**src/hdl/fpfa_pkg.sv**
```systemverilog
// Shared types and constants of the fixed partition fit allocator.
// No dependencies; imported by every module of the block.
package fpfa_pkg;

  localparam int unsigned SizeW        = 24;
  localparam int unsigned FuncW        = 2;
  localparam int unsigned EntryW       = 4;
  localparam int unsigned ModeW        = 2;
  localparam int unsigned CountW       = 5;
  localparam int unsigned GrantIdxW    = 4;
  localparam int unsigned ApbDataW     = 32;
  localparam int unsigned ApbAddrW     = 3;
  localparam int unsigned DefNumBlocks = 16;

  // Item function codes
  localparam logic [FuncW-1:0] FUNC_LOAD    = 2'd0;
  localparam logic [FuncW-1:0] FUNC_REQUEST = 2'd1;
  localparam logic [FuncW-1:0] FUNC_CLEAR   = 2'd2;

  // Fit modes; the spare code behaves as first fit
  localparam logic [ModeW-1:0] MODE_FIRST = 2'd0;
  localparam logic [ModeW-1:0] MODE_BEST  = 2'd1;
  localparam logic [ModeW-1:0] MODE_WORST = 2'd2;

  // Register indexes (bit 2 of the byte address)
  localparam logic REG_FIT_MODE    = 1'b0;
  localparam logic REG_BLOCK_COUNT = 1'b1;

endpackage

```
**src/hdl/fpfa_size_mem.sv**
```systemverilog
// Partition size store: one write port, one read port, registered read data.
// Depends on fpfa_pkg for the default data width.
module fpfa_size_mem import fpfa_pkg::*; #(
  parameter int unsigned Depth = DefNumBlocks,
  parameter int unsigned AddrW = 4,
  parameter int unsigned DataW = SizeW
) (
  input  logic             clk_i,
  input  logic             wr_en_i,
  input  logic [AddrW-1:0] wr_addr_i,
  input  logic [DataW-1:0] wr_data_i,
  input  logic [AddrW-1:0] rd_addr_i,
  output logic [DataW-1:0] rd_data_o
);

  logic [DataW-1:0] mem_q [Depth];
  logic [DataW-1:0] rd_data_q;

  always_ff @(posedge clk_i) begin
    if (wr_en_i) begin
      mem_q[wr_addr_i] <= wr_data_i;
    end
  end

  always_ff @(posedge clk_i) begin
    rd_data_q <= mem_q[rd_addr_i];
  end

  assign rd_data_o = rd_data_q;

endmodule

```
**src/hdl/fixed_partition_fit_allocator.sv**
```systemverilog
// Top level of the fixed partition fit allocator: command port, APB registers,
// scan sequencer and used marks. Depends on fpfa_pkg and fpfa_size_mem.
//
// A word is taken when start_i is high and busy_o is low. Every word gives
// exactly one result word: done_o pulses for one cycle with granted_o and
// granted_index_o valid in that cycle, and the receiver cannot stall it, so
// capture it when it appears. Load, clear and unused function codes, and a
// request made while block_count is zero, answer in the cycle after the word
// is taken and leave busy_o low, so such words can follow every cycle. A
// request with L = min(block_count, NUM_BLOCKS) partitions in play holds
// busy_o high for L cycles: the size memory is read one entry per cycle
// through its single read port and each entry is judged the cycle its data
// returns, so the result pulses L + 1 cycles after the request is taken and
// the next word may be taken in that same cycle. Sizes are kept across a
// clear item; used marks reset to zero and a clear item drops all of them at
// once. Change fit_mode and block_count only while no request is in flight.
module fixed_partition_fit_allocator import fpfa_pkg::*; #(
  parameter int unsigned NUM_BLOCKS = DefNumBlocks
) (
  input  logic                  clk_i,
  input  logic                  rst_ni,
  // command port
  input  logic                  start_i,
  output logic                  busy_o,
  input  logic [FuncW-1:0]      func_i,
  input  logic [EntryW-1:0]     entry_index_i,
  input  logic [SizeW-1:0]      size_value_i,
  output logic                  done_o,
  output logic                  granted_o,
  output logic [GrantIdxW-1:0]  granted_index_o,
  // configuration port
  input  logic                  psel,
  input  logic                  penable,
  input  logic                  pwrite,
  input  logic [ApbAddrW-1:0]   paddr,
  input  logic [ApbDataW-1:0]   pwdata,
  output logic [ApbDataW-1:0]   prdata,
  output logic                  pready
);

  localparam int unsigned IdxW = (NUM_BLOCKS > 1) ? $clog2(NUM_BLOCKS) : 1;
  localparam int unsigned CntW = $clog2(NUM_BLOCKS + 1);

  localparam logic ST_IDLE = 1'b0;
  localparam logic ST_SCAN = 1'b1;

  // configuration registers
  logic [ModeW-1:0]  fit_mode_q;
  logic [CountW-1:0] block_count_q;

  // sequencer
  logic              state_q, state_d;
  logic [CntW-1:0]   limit_q, limit_d;
  logic [CntW-1:0]   issue_q, issue_d;
  logic              pend_q, pend_d;
  logic [CntW-1:0]   pend_idx_q, pend_idx_d;
  logic              found_q, found_d;
  logic [IdxW-1:0]   pick_q, pick_d;
  logic [SizeW-1:0]  best_q, best_d;
  logic [SizeW-1:0]  req_size_q, req_size_d;
  logic [NUM_BLOCKS-1:0] used_q, used_d;

  // result word
  logic                 done_q, done_d;
  logic                 granted_q, granted_d;
  logic [GrantIdxW-1:0] gidx_q, gidx_d;

  logic              accept;
  logic              cfg_wr;
  logic [8:0]        entry_ext;
  logic              load_ok;
  logic [CntW-1:0]   limit_now;
  logic [IdxW-1:0]   rd_addr;
  logic [SizeW-1:0]  rd_data;
  logic [IdxW-1:0]   pidx;
  logic              cand;
  logic              take;
  logic              last;

  assign accept = start_i && (state_q == ST_IDLE);
  assign busy_o = (state_q != ST_IDLE);

  // ---------------------------------------------------------------------------
  // APB registers: always ready, write on the access phase
  // ---------------------------------------------------------------------------
  assign pready = 1'b1;
  assign cfg_wr = psel && penable && pwrite;

  always_ff @(posedge clk_i or negedge rst_ni) begin
    if (!rst_ni) begin
      fit_mode_q    <= MODE_FIRST;
      block_count_q <= '0;
    end else if (cfg_wr) begin
      case (paddr[2])
        REG_FIT_MODE:    fit_mode_q    <= pwdata[ModeW-1:0];
        REG_BLOCK_COUNT: block_count_q <= pwdata[CountW-1:0];
        default: ;
      endcase
    end
  end

  always_comb begin
    case (paddr[2])
      REG_FIT_MODE:    prdata = {{(ApbDataW-ModeW){1'b0}}, fit_mode_q};
      REG_BLOCK_COUNT: prdata = {{(ApbDataW-CountW){1'b0}}, block_count_q};
      default:         prdata = '0;
    endcase
  end

  // ---------------------------------------------------------------------------
  // Size memory: loads write at acceptance, the scan reads one entry a cycle
  // ---------------------------------------------------------------------------
  assign entry_ext = 9'(entry_index_i);
  assign load_ok   = accept && (func_i == FUNC_LOAD) && (entry_ext < 9'(NUM_BLOCKS));

  // Start of a request reads entry zero; afterwards follow the issue counter
  assign rd_addr = accept ? '0 : issue_q[IdxW-1:0];

  fpfa_size_mem #(
    .Depth (NUM_BLOCKS),
    .AddrW (IdxW),
    .DataW (SizeW)
  ) u_size_mem (
    .clk_i     (clk_i),
    .wr_en_i   (load_ok),
    .wr_addr_i (entry_ext[IdxW-1:0]),
    .wr_data_i (size_value_i),
    .rd_addr_i (rd_addr),
    .rd_data_o (rd_data)
  );

  // Saturate block_count to the table depth
  assign limit_now = (9'(block_count_q) > 9'(NUM_BLOCKS)) ? CntW'(NUM_BLOCKS)
                                                         : CntW'(block_count_q);

  // ---------------------------------------------------------------------------
  // Judge the entry whose data has just returned
  // ---------------------------------------------------------------------------
  assign pidx = pend_idx_q[IdxW-1:0];
  assign cand = pend_q && !used_q[pidx] && (rd_data >= req_size_q);

  // First fit (and the spare mode) keeps the earliest candidate; best and
  // worst fit replace only on a strictly better size, so ties stay low.
  assign take = cand && (!found_q ||
                         ((fit_mode_q == MODE_BEST)  && (rd_data < best_q)) ||
                         ((fit_mode_q == MODE_WORST) && (rd_data > best_q)));

  assign last = pend_q && (pend_idx_q == (limit_q - CntW'(1)));

  always_comb begin
    state_d    = state_q;
    limit_d    = limit_q;
    issue_d    = issue_q;
    pend_d     = 1'b0;
    pend_idx_d = pend_idx_q;
    found_d    = found_q;
    pick_d     = pick_q;
    best_d     = best_q;
    req_size_d = req_size_q;
    used_d     = used_q;
    done_d     = 1'b0;
    granted_d  = 1'b0;
    gidx_d     = '0;

    case (state_q)
      ST_IDLE: begin
        if (accept) begin
          if ((func_i == FUNC_REQUEST) && (limit_now != '0)) begin
            // entry zero is being read now; its data arrives next cycle
            state_d    = ST_SCAN;
            limit_d    = limit_now;
            issue_d    = CntW'(1);
            pend_d     = 1'b1;
            pend_idx_d = '0;
            found_d    = 1'b0;
            req_size_d = size_value_i;
          end else begin
            // everything else answers at once with no grant
            done_d = 1'b1;
            if (func_i == FUNC_CLEAR) begin
              used_d = '0;
            end
          end
        end
      end

      ST_SCAN: begin
        // advance the read pointer while entries remain
        if (issue_q < limit_q) begin
          pend_d     = 1'b1;
          pend_idx_d = issue_q;
          issue_d    = issue_q + CntW'(1);
        end
        if (take) begin
          found_d = 1'b1;
          pick_d  = pidx;
          best_d  = rd_data;
        end
        if (last) begin
          // commit: mark the winner used and hand out the result word
          state_d   = ST_IDLE;
          pend_d    = 1'b0;
          done_d    = 1'b1;
          granted_d = found_d;
          if (found_d) begin
            used_d[pick_d] = 1'b1;
            gidx_d         = GrantIdxW'(pick_d);
          end
        end
      end

      default: begin
        state_d = ST_IDLE;
      end
    endcase
  end

  always_ff @(posedge clk_i or negedge rst_ni) begin
    if (!rst_ni) begin
      state_q    <= ST_IDLE;
      limit_q    <= '0;
      issue_q    <= '0;
      pend_q     <= 1'b0;
      pend_idx_q <= '0;
      found_q    <= 1'b0;
      used_q     <= '0;
      done_q     <= 1'b0;
    end else begin
      state_q    <= state_d;
      limit_q    <= limit_d;
      issue_q    <= issue_d;
      pend_q     <= pend_d;
      pend_idx_q <= pend_idx_d;
      found_q    <= found_d;
      used_q     <= used_d;
      done_q     <= done_d;
    end
  end

  // payload: no reset needed
  always_ff @(posedge clk_i) begin
    pick_q     <= pick_d;
    best_q     <= best_d;
    req_size_q <= req_size_d;
    granted_q  <= granted_d;
    gidx_q     <= gidx_d;
  end

  assign done_o          = done_q;
  assign granted_o       = granted_q;
  assign granted_index_o = gidx_q;

endmodule

```
**config.mk**
```make
export PLATFORM = sky130hd
export DESIGN_NAME = fixed_partition_fit_allocator
export DESIGN_NICKNAME = d
export VERILOG_FILES = /design/src/hdl/fpfa_pkg.sv /design/src/hdl/fpfa_size_mem.sv /design/src/hdl/fixed_partition_fit_allocator.sv
export SDC_FILE = /design/constraint.sdc
export NUM_CORES = 1
export LEC_CHECK = 0
export BUFFER_PORTS_ARGS = -buffer_cell sky130_fd_sc_hd__buf_2
export CORE_MARGIN = 1
export CORE_UTILIZATION = 60
export CTS_BUF_LIST = sky130_fd_sc_hd__clkbuf_8 sky130_fd_sc_hd__clkbuf_16
export DETAILED_ROUTE_END_ITERATION = 6
export GPL_TIMING_DRIVEN = 0
export PLACE_DENSITY_LB_ADDON = 0.08
export SLEW_MARGIN = 0
export SYNTH_ARGS = -nofsm -noshare
export SYNTH_HDL_FRONTEND = slang
export SYNTH_SLANG_ARGS = --single-unit
```
**constraint.sdc**
```tcl
create_clock -name clk_i -period 7.4 [get_ports clk_i]
set_input_delay 0.74 -clock clk_i [delete_from_list [all_inputs] [get_ports clk_i]]
set_output_delay 0.74 -clock clk_i [all_outputs]
set_load 0.02 [all_outputs]
```
==> results.sh <==
export IMPL_status="finished clean"
export IMPL_final_cell_mix="edfxtp_1, nand2_1, a211oi_1"
export IMPL_synth_top_area_share_pct=61.9
export IMPL_drive_gt1_share_pct=11.6
export IMPL_cts_max_path_buffers=3
export IMPL_synthAdderAreaFrac_pct=3.19
export IMPL_ant_nets=0
export IMPL_path_clk_slew_ns=0.06
export IMPL_drcViolationCount=0
export IMPL_routed_wl_um=50500
export IMPL_arrival_ns=4.48
export IMPL_synth_top_family_by_area="compound AO/OA/AOI/OAI gates"
export IMPL_core_area_um2=34600
export IMPL_cpPeakStageDelay_ns=0.63
export IMPL_htree_levels=2
export IMPL_synth_warnings=0
export IMPL_final_nets=1846
export IMPL_r2r_setup_slack_ns=3.34
export IMPL_hold_class="in -> async"
export IMPL_netlist_top_cells_area="edfxtp_1, dfrtp_1, a211oi_1"
export IMPL_path_max_fanout=10
export IMPL_finalCritPeriodShare_pct=54.9
export IMPL_clk_latency_ns=0.59
export IMPL_worstPathBufferInverterCount=4
export IMPL_async_flop_share_pct=8.28
export IMPL_area_delta_synth_final_pct=12.6
export IMPL_reg2regPathDepth=10
export IMPL_synth_compound_area_share_pct=11.9
export IMPL_crit_slowest_cell="clkbuf_1"
export IMPL_rsz0062_at_grt="false"
export IMPL_cts_root_buf="clkbuf_16"
export IMPL_crit_type="reg -> reg"
export IMPL_max_freq_mhz=246
export IMPL_p_total_mw=8.64
export IMPL_place_inst=2124
export IMPL_yosys_most_used_dff="edfxtp_1"
export IMPL_synth_xor_area_share_pct=0.290
export IMPL_drv_slew=0
export IMPL_synth_simple_area_share_pct=10.1
export IMPL_slew_headroom_pct=36.2
export IMPL_std_cell_rows=68
export IMPL_synth_edff_count=436
export IMPL_r2r_end="u_size_mem.rd_data_o[0]"
export IMPL_drt_pre_antenna_iters=5
export IMPL_clock_skew_ns=0.0191
export IMPL_ys_types=58
export IMPL_finalSetupTns_ns=0
export IMPL_n_antenna_cell=0
export IMPL_boundaryPins=111
export IMPL_period_minus_slack_ns=4.06
export IMPL_ys_ff_latch=507
export IMPL_grt_use_total_pct=28.8
export IMPL_io_buffers=53
export IMPL_drv_cap=0
export IMPL_crit_path_end_kind="register"
export IMPL_fill_cells=2442
export IMPL_critPathRequiredTime_ns=7.82
export IMPL_cp_start_kind="register"
export IMPL_dieHeight_um=190
export IMPL_tightest_slew_ns=0.958
export IMPL_cp_top_family="buffers and inverters"
export IMPL_hold_viol_final=0
export IMPL_synth_avg_cell_area_um2=13.4
export IMPL_cts_sinks=507
export IMPL_die_w_um=190
export IMPL_leakage_nw=8.34
export IMPL_antenna_found_initial=0
export IMPL_seq_area_frac_synth_pct=69.6
export IMPL_cts_hold_buf=0
export IMPL_cts_tree="yes"
export IMPL_cp_endpoint="u_size_mem.rd_data_o[0]"
export IMPL_place_hpwl_um=34100
export IMPL_drt_iter0_markers=1101
export IMPL_wl_per_cell_um=22.8
export IMPL_synth_mux_area_share_pct=1.20
export IMPL_fp_dieArea_um2=36000
export IMPL_powerDensity_nw_per_um2=363
export IMPL_finalSetupViolCount=0
export IMPL_r2r_start="busy_o"
export IMPL_grt_overflow=0
export IMPL_start_util_pct=61.1
export IMPL_avgViaCountPerCell=6.06
export IMPL_gp_congestion=0.864
export IMPL_ir_drop_uv=243
export IMPL_worst_path_stages=10
export IMPL_grt_pass1_vias=13300
export IMPL_cts_buffers=50
export IMPL_grt_max_degree=43
export IMPL_syn_area_um2=21100
export IMPL_synth_largest_area_cell="edfxtp_1"
export IMPL_startpoint="busy_o"
export IMPL_final_cells=2215
export IMPL_postCtsSetupRepairBufs=0
export IMPL_path_common_cell="clkbuf_1"
export IMPL_crit_chain="inv_1, nand2_1, and2_1, clkbuf_1, clkbuf_1, clkbuf_1, nand2_1, a31oi_1, a21oi_1, a21oi_1"
export IMPL_post_cts_resized=0
export IMPL_grt_pass1_wl_um=76600
export IMPL_layout_commonest_cell="edfxtp_1"
export IMPL_vias=13400
export IMPL_synth_cells=1575
## worst min path at each step
stage,slack [ns],from,to,depth (start not counted)
floorplan,0.41,u_size_mem.rd_data_o[0],best_q[0],0
global placement,0.42,u_size_mem.rd_data_o[0],best_q[0],0
detailed placement,0.43,u_size_mem.rd_data_o[0],best_q[0],0
CTS,0.34,rst_ni,used_q[9],1
global route,0.39,rst_ni,used_q[15],1
finish,0.30,rst_ni,used_q[15],1
## synth_stat cells (all sizes together) (3+ instances only)
cell / instances
nor4: 3
dfxtp: 29
nand4: 18
a21o: 5
clkbuf: 78
a21oi: 70
nor2b: 105
nand2: 240
xnor2: 4
and2: 8
nand3b: 6
dfrtp: 42
nand2b: 4
nor3: 10
inv: 56
mux4: 4
xor2: 3
mux2: 13
a211oi: 122
a311oi: 48
o211ai: 5
nand3: 19
a2bb2oi: 15
a31oi: 49
o21ai: 37
nor2: 29
buf: 40
ha: 54
edfxtp: 436
## kinds of logic (layout without fill, tap and decap cells)
kind of cell | after synthesis | in the layout
adders and majority gates | 54 | 54
and+or+nand+nor | 448 | 448
other | 2 | 28
AOI/OAI and AO/OA | 365 | 365
muxes | 18 | 18
xor gates and xnor gates | 7 | 7
DFF | 507 | 507
buffers and inverters | 174 | 333
## final cells by class
cell class,count,area (µm²),share of cell area [%]
Clock buffer,51,1260,5.31
Buffer,118,566,2.37
Tap cell,455,569,2.39
Timing Repair Buffer,68,469,1.97
Clock inverter,40,184,0.772
Sequential cell,507,14700,61.8
Multi-Input combinational cell,920,5830,24.5
Inverter,56,210,0.883
## power by group
| part | internal (mW) | switching (mW) |
|---|---|---|
| Clock | 1.23 | 1.04 |
| Combinational | 0.880 | 1.94 |
| Sequential | 3.36 | 0.194 |
| Total | 5.47 | 3.17 |
## layer usage
| metal | track usage, % | part of all wire, % | vias up | wire (µm) |
|---|---|---|---|---|
| li1 | - | - | 6187 | - |
| met1 | 39.1 | 40 | 6570 | 20200 |
| met2 | 47.7 | 49 | 589 | 24700 |
| met3 | 4.65 | 8.7 | 86 | 4370 |
| met4 | 9.40 | 2.2 | 0 | 1120 |
| met5 | 0 | 0 | - | 0 |
## state kept, by name (all words and copies together), names as in the netlist
name	flops
pend_idx_q	5
limit_q	5
granted_o	1
issue_q	5
fit_mode_q	2
found_q	1
busy_o	1
granted_index_o	4
u_size_mem.mem_q	384
req_size_q	24
block_count_q	5
pend_q	1
done_o	1
best_q	24
used_q	16
pick_q	4
u_size_mem.rd_data_o	24
## stage by stage
step | hold slack [ns] | cell area (µm²) | util [%] | worst slack [ns]
after floorplan | 0.408 | 21200 | - | 3.98
after global placement | 0.419 | 22100 | 63.8 | 2.00
after detailed placement | 0.429 | 22400 | 64.6 | 3.34
after CTS | 0.338 | 23800 | 68.8 | 3.31
after global routing | 0.394 | 23800 | 68.8 | 3.26
final | 0.305 | 23800 | 68.8 | 3.34
Note: power is estimated with default switching activity, not from simulation.
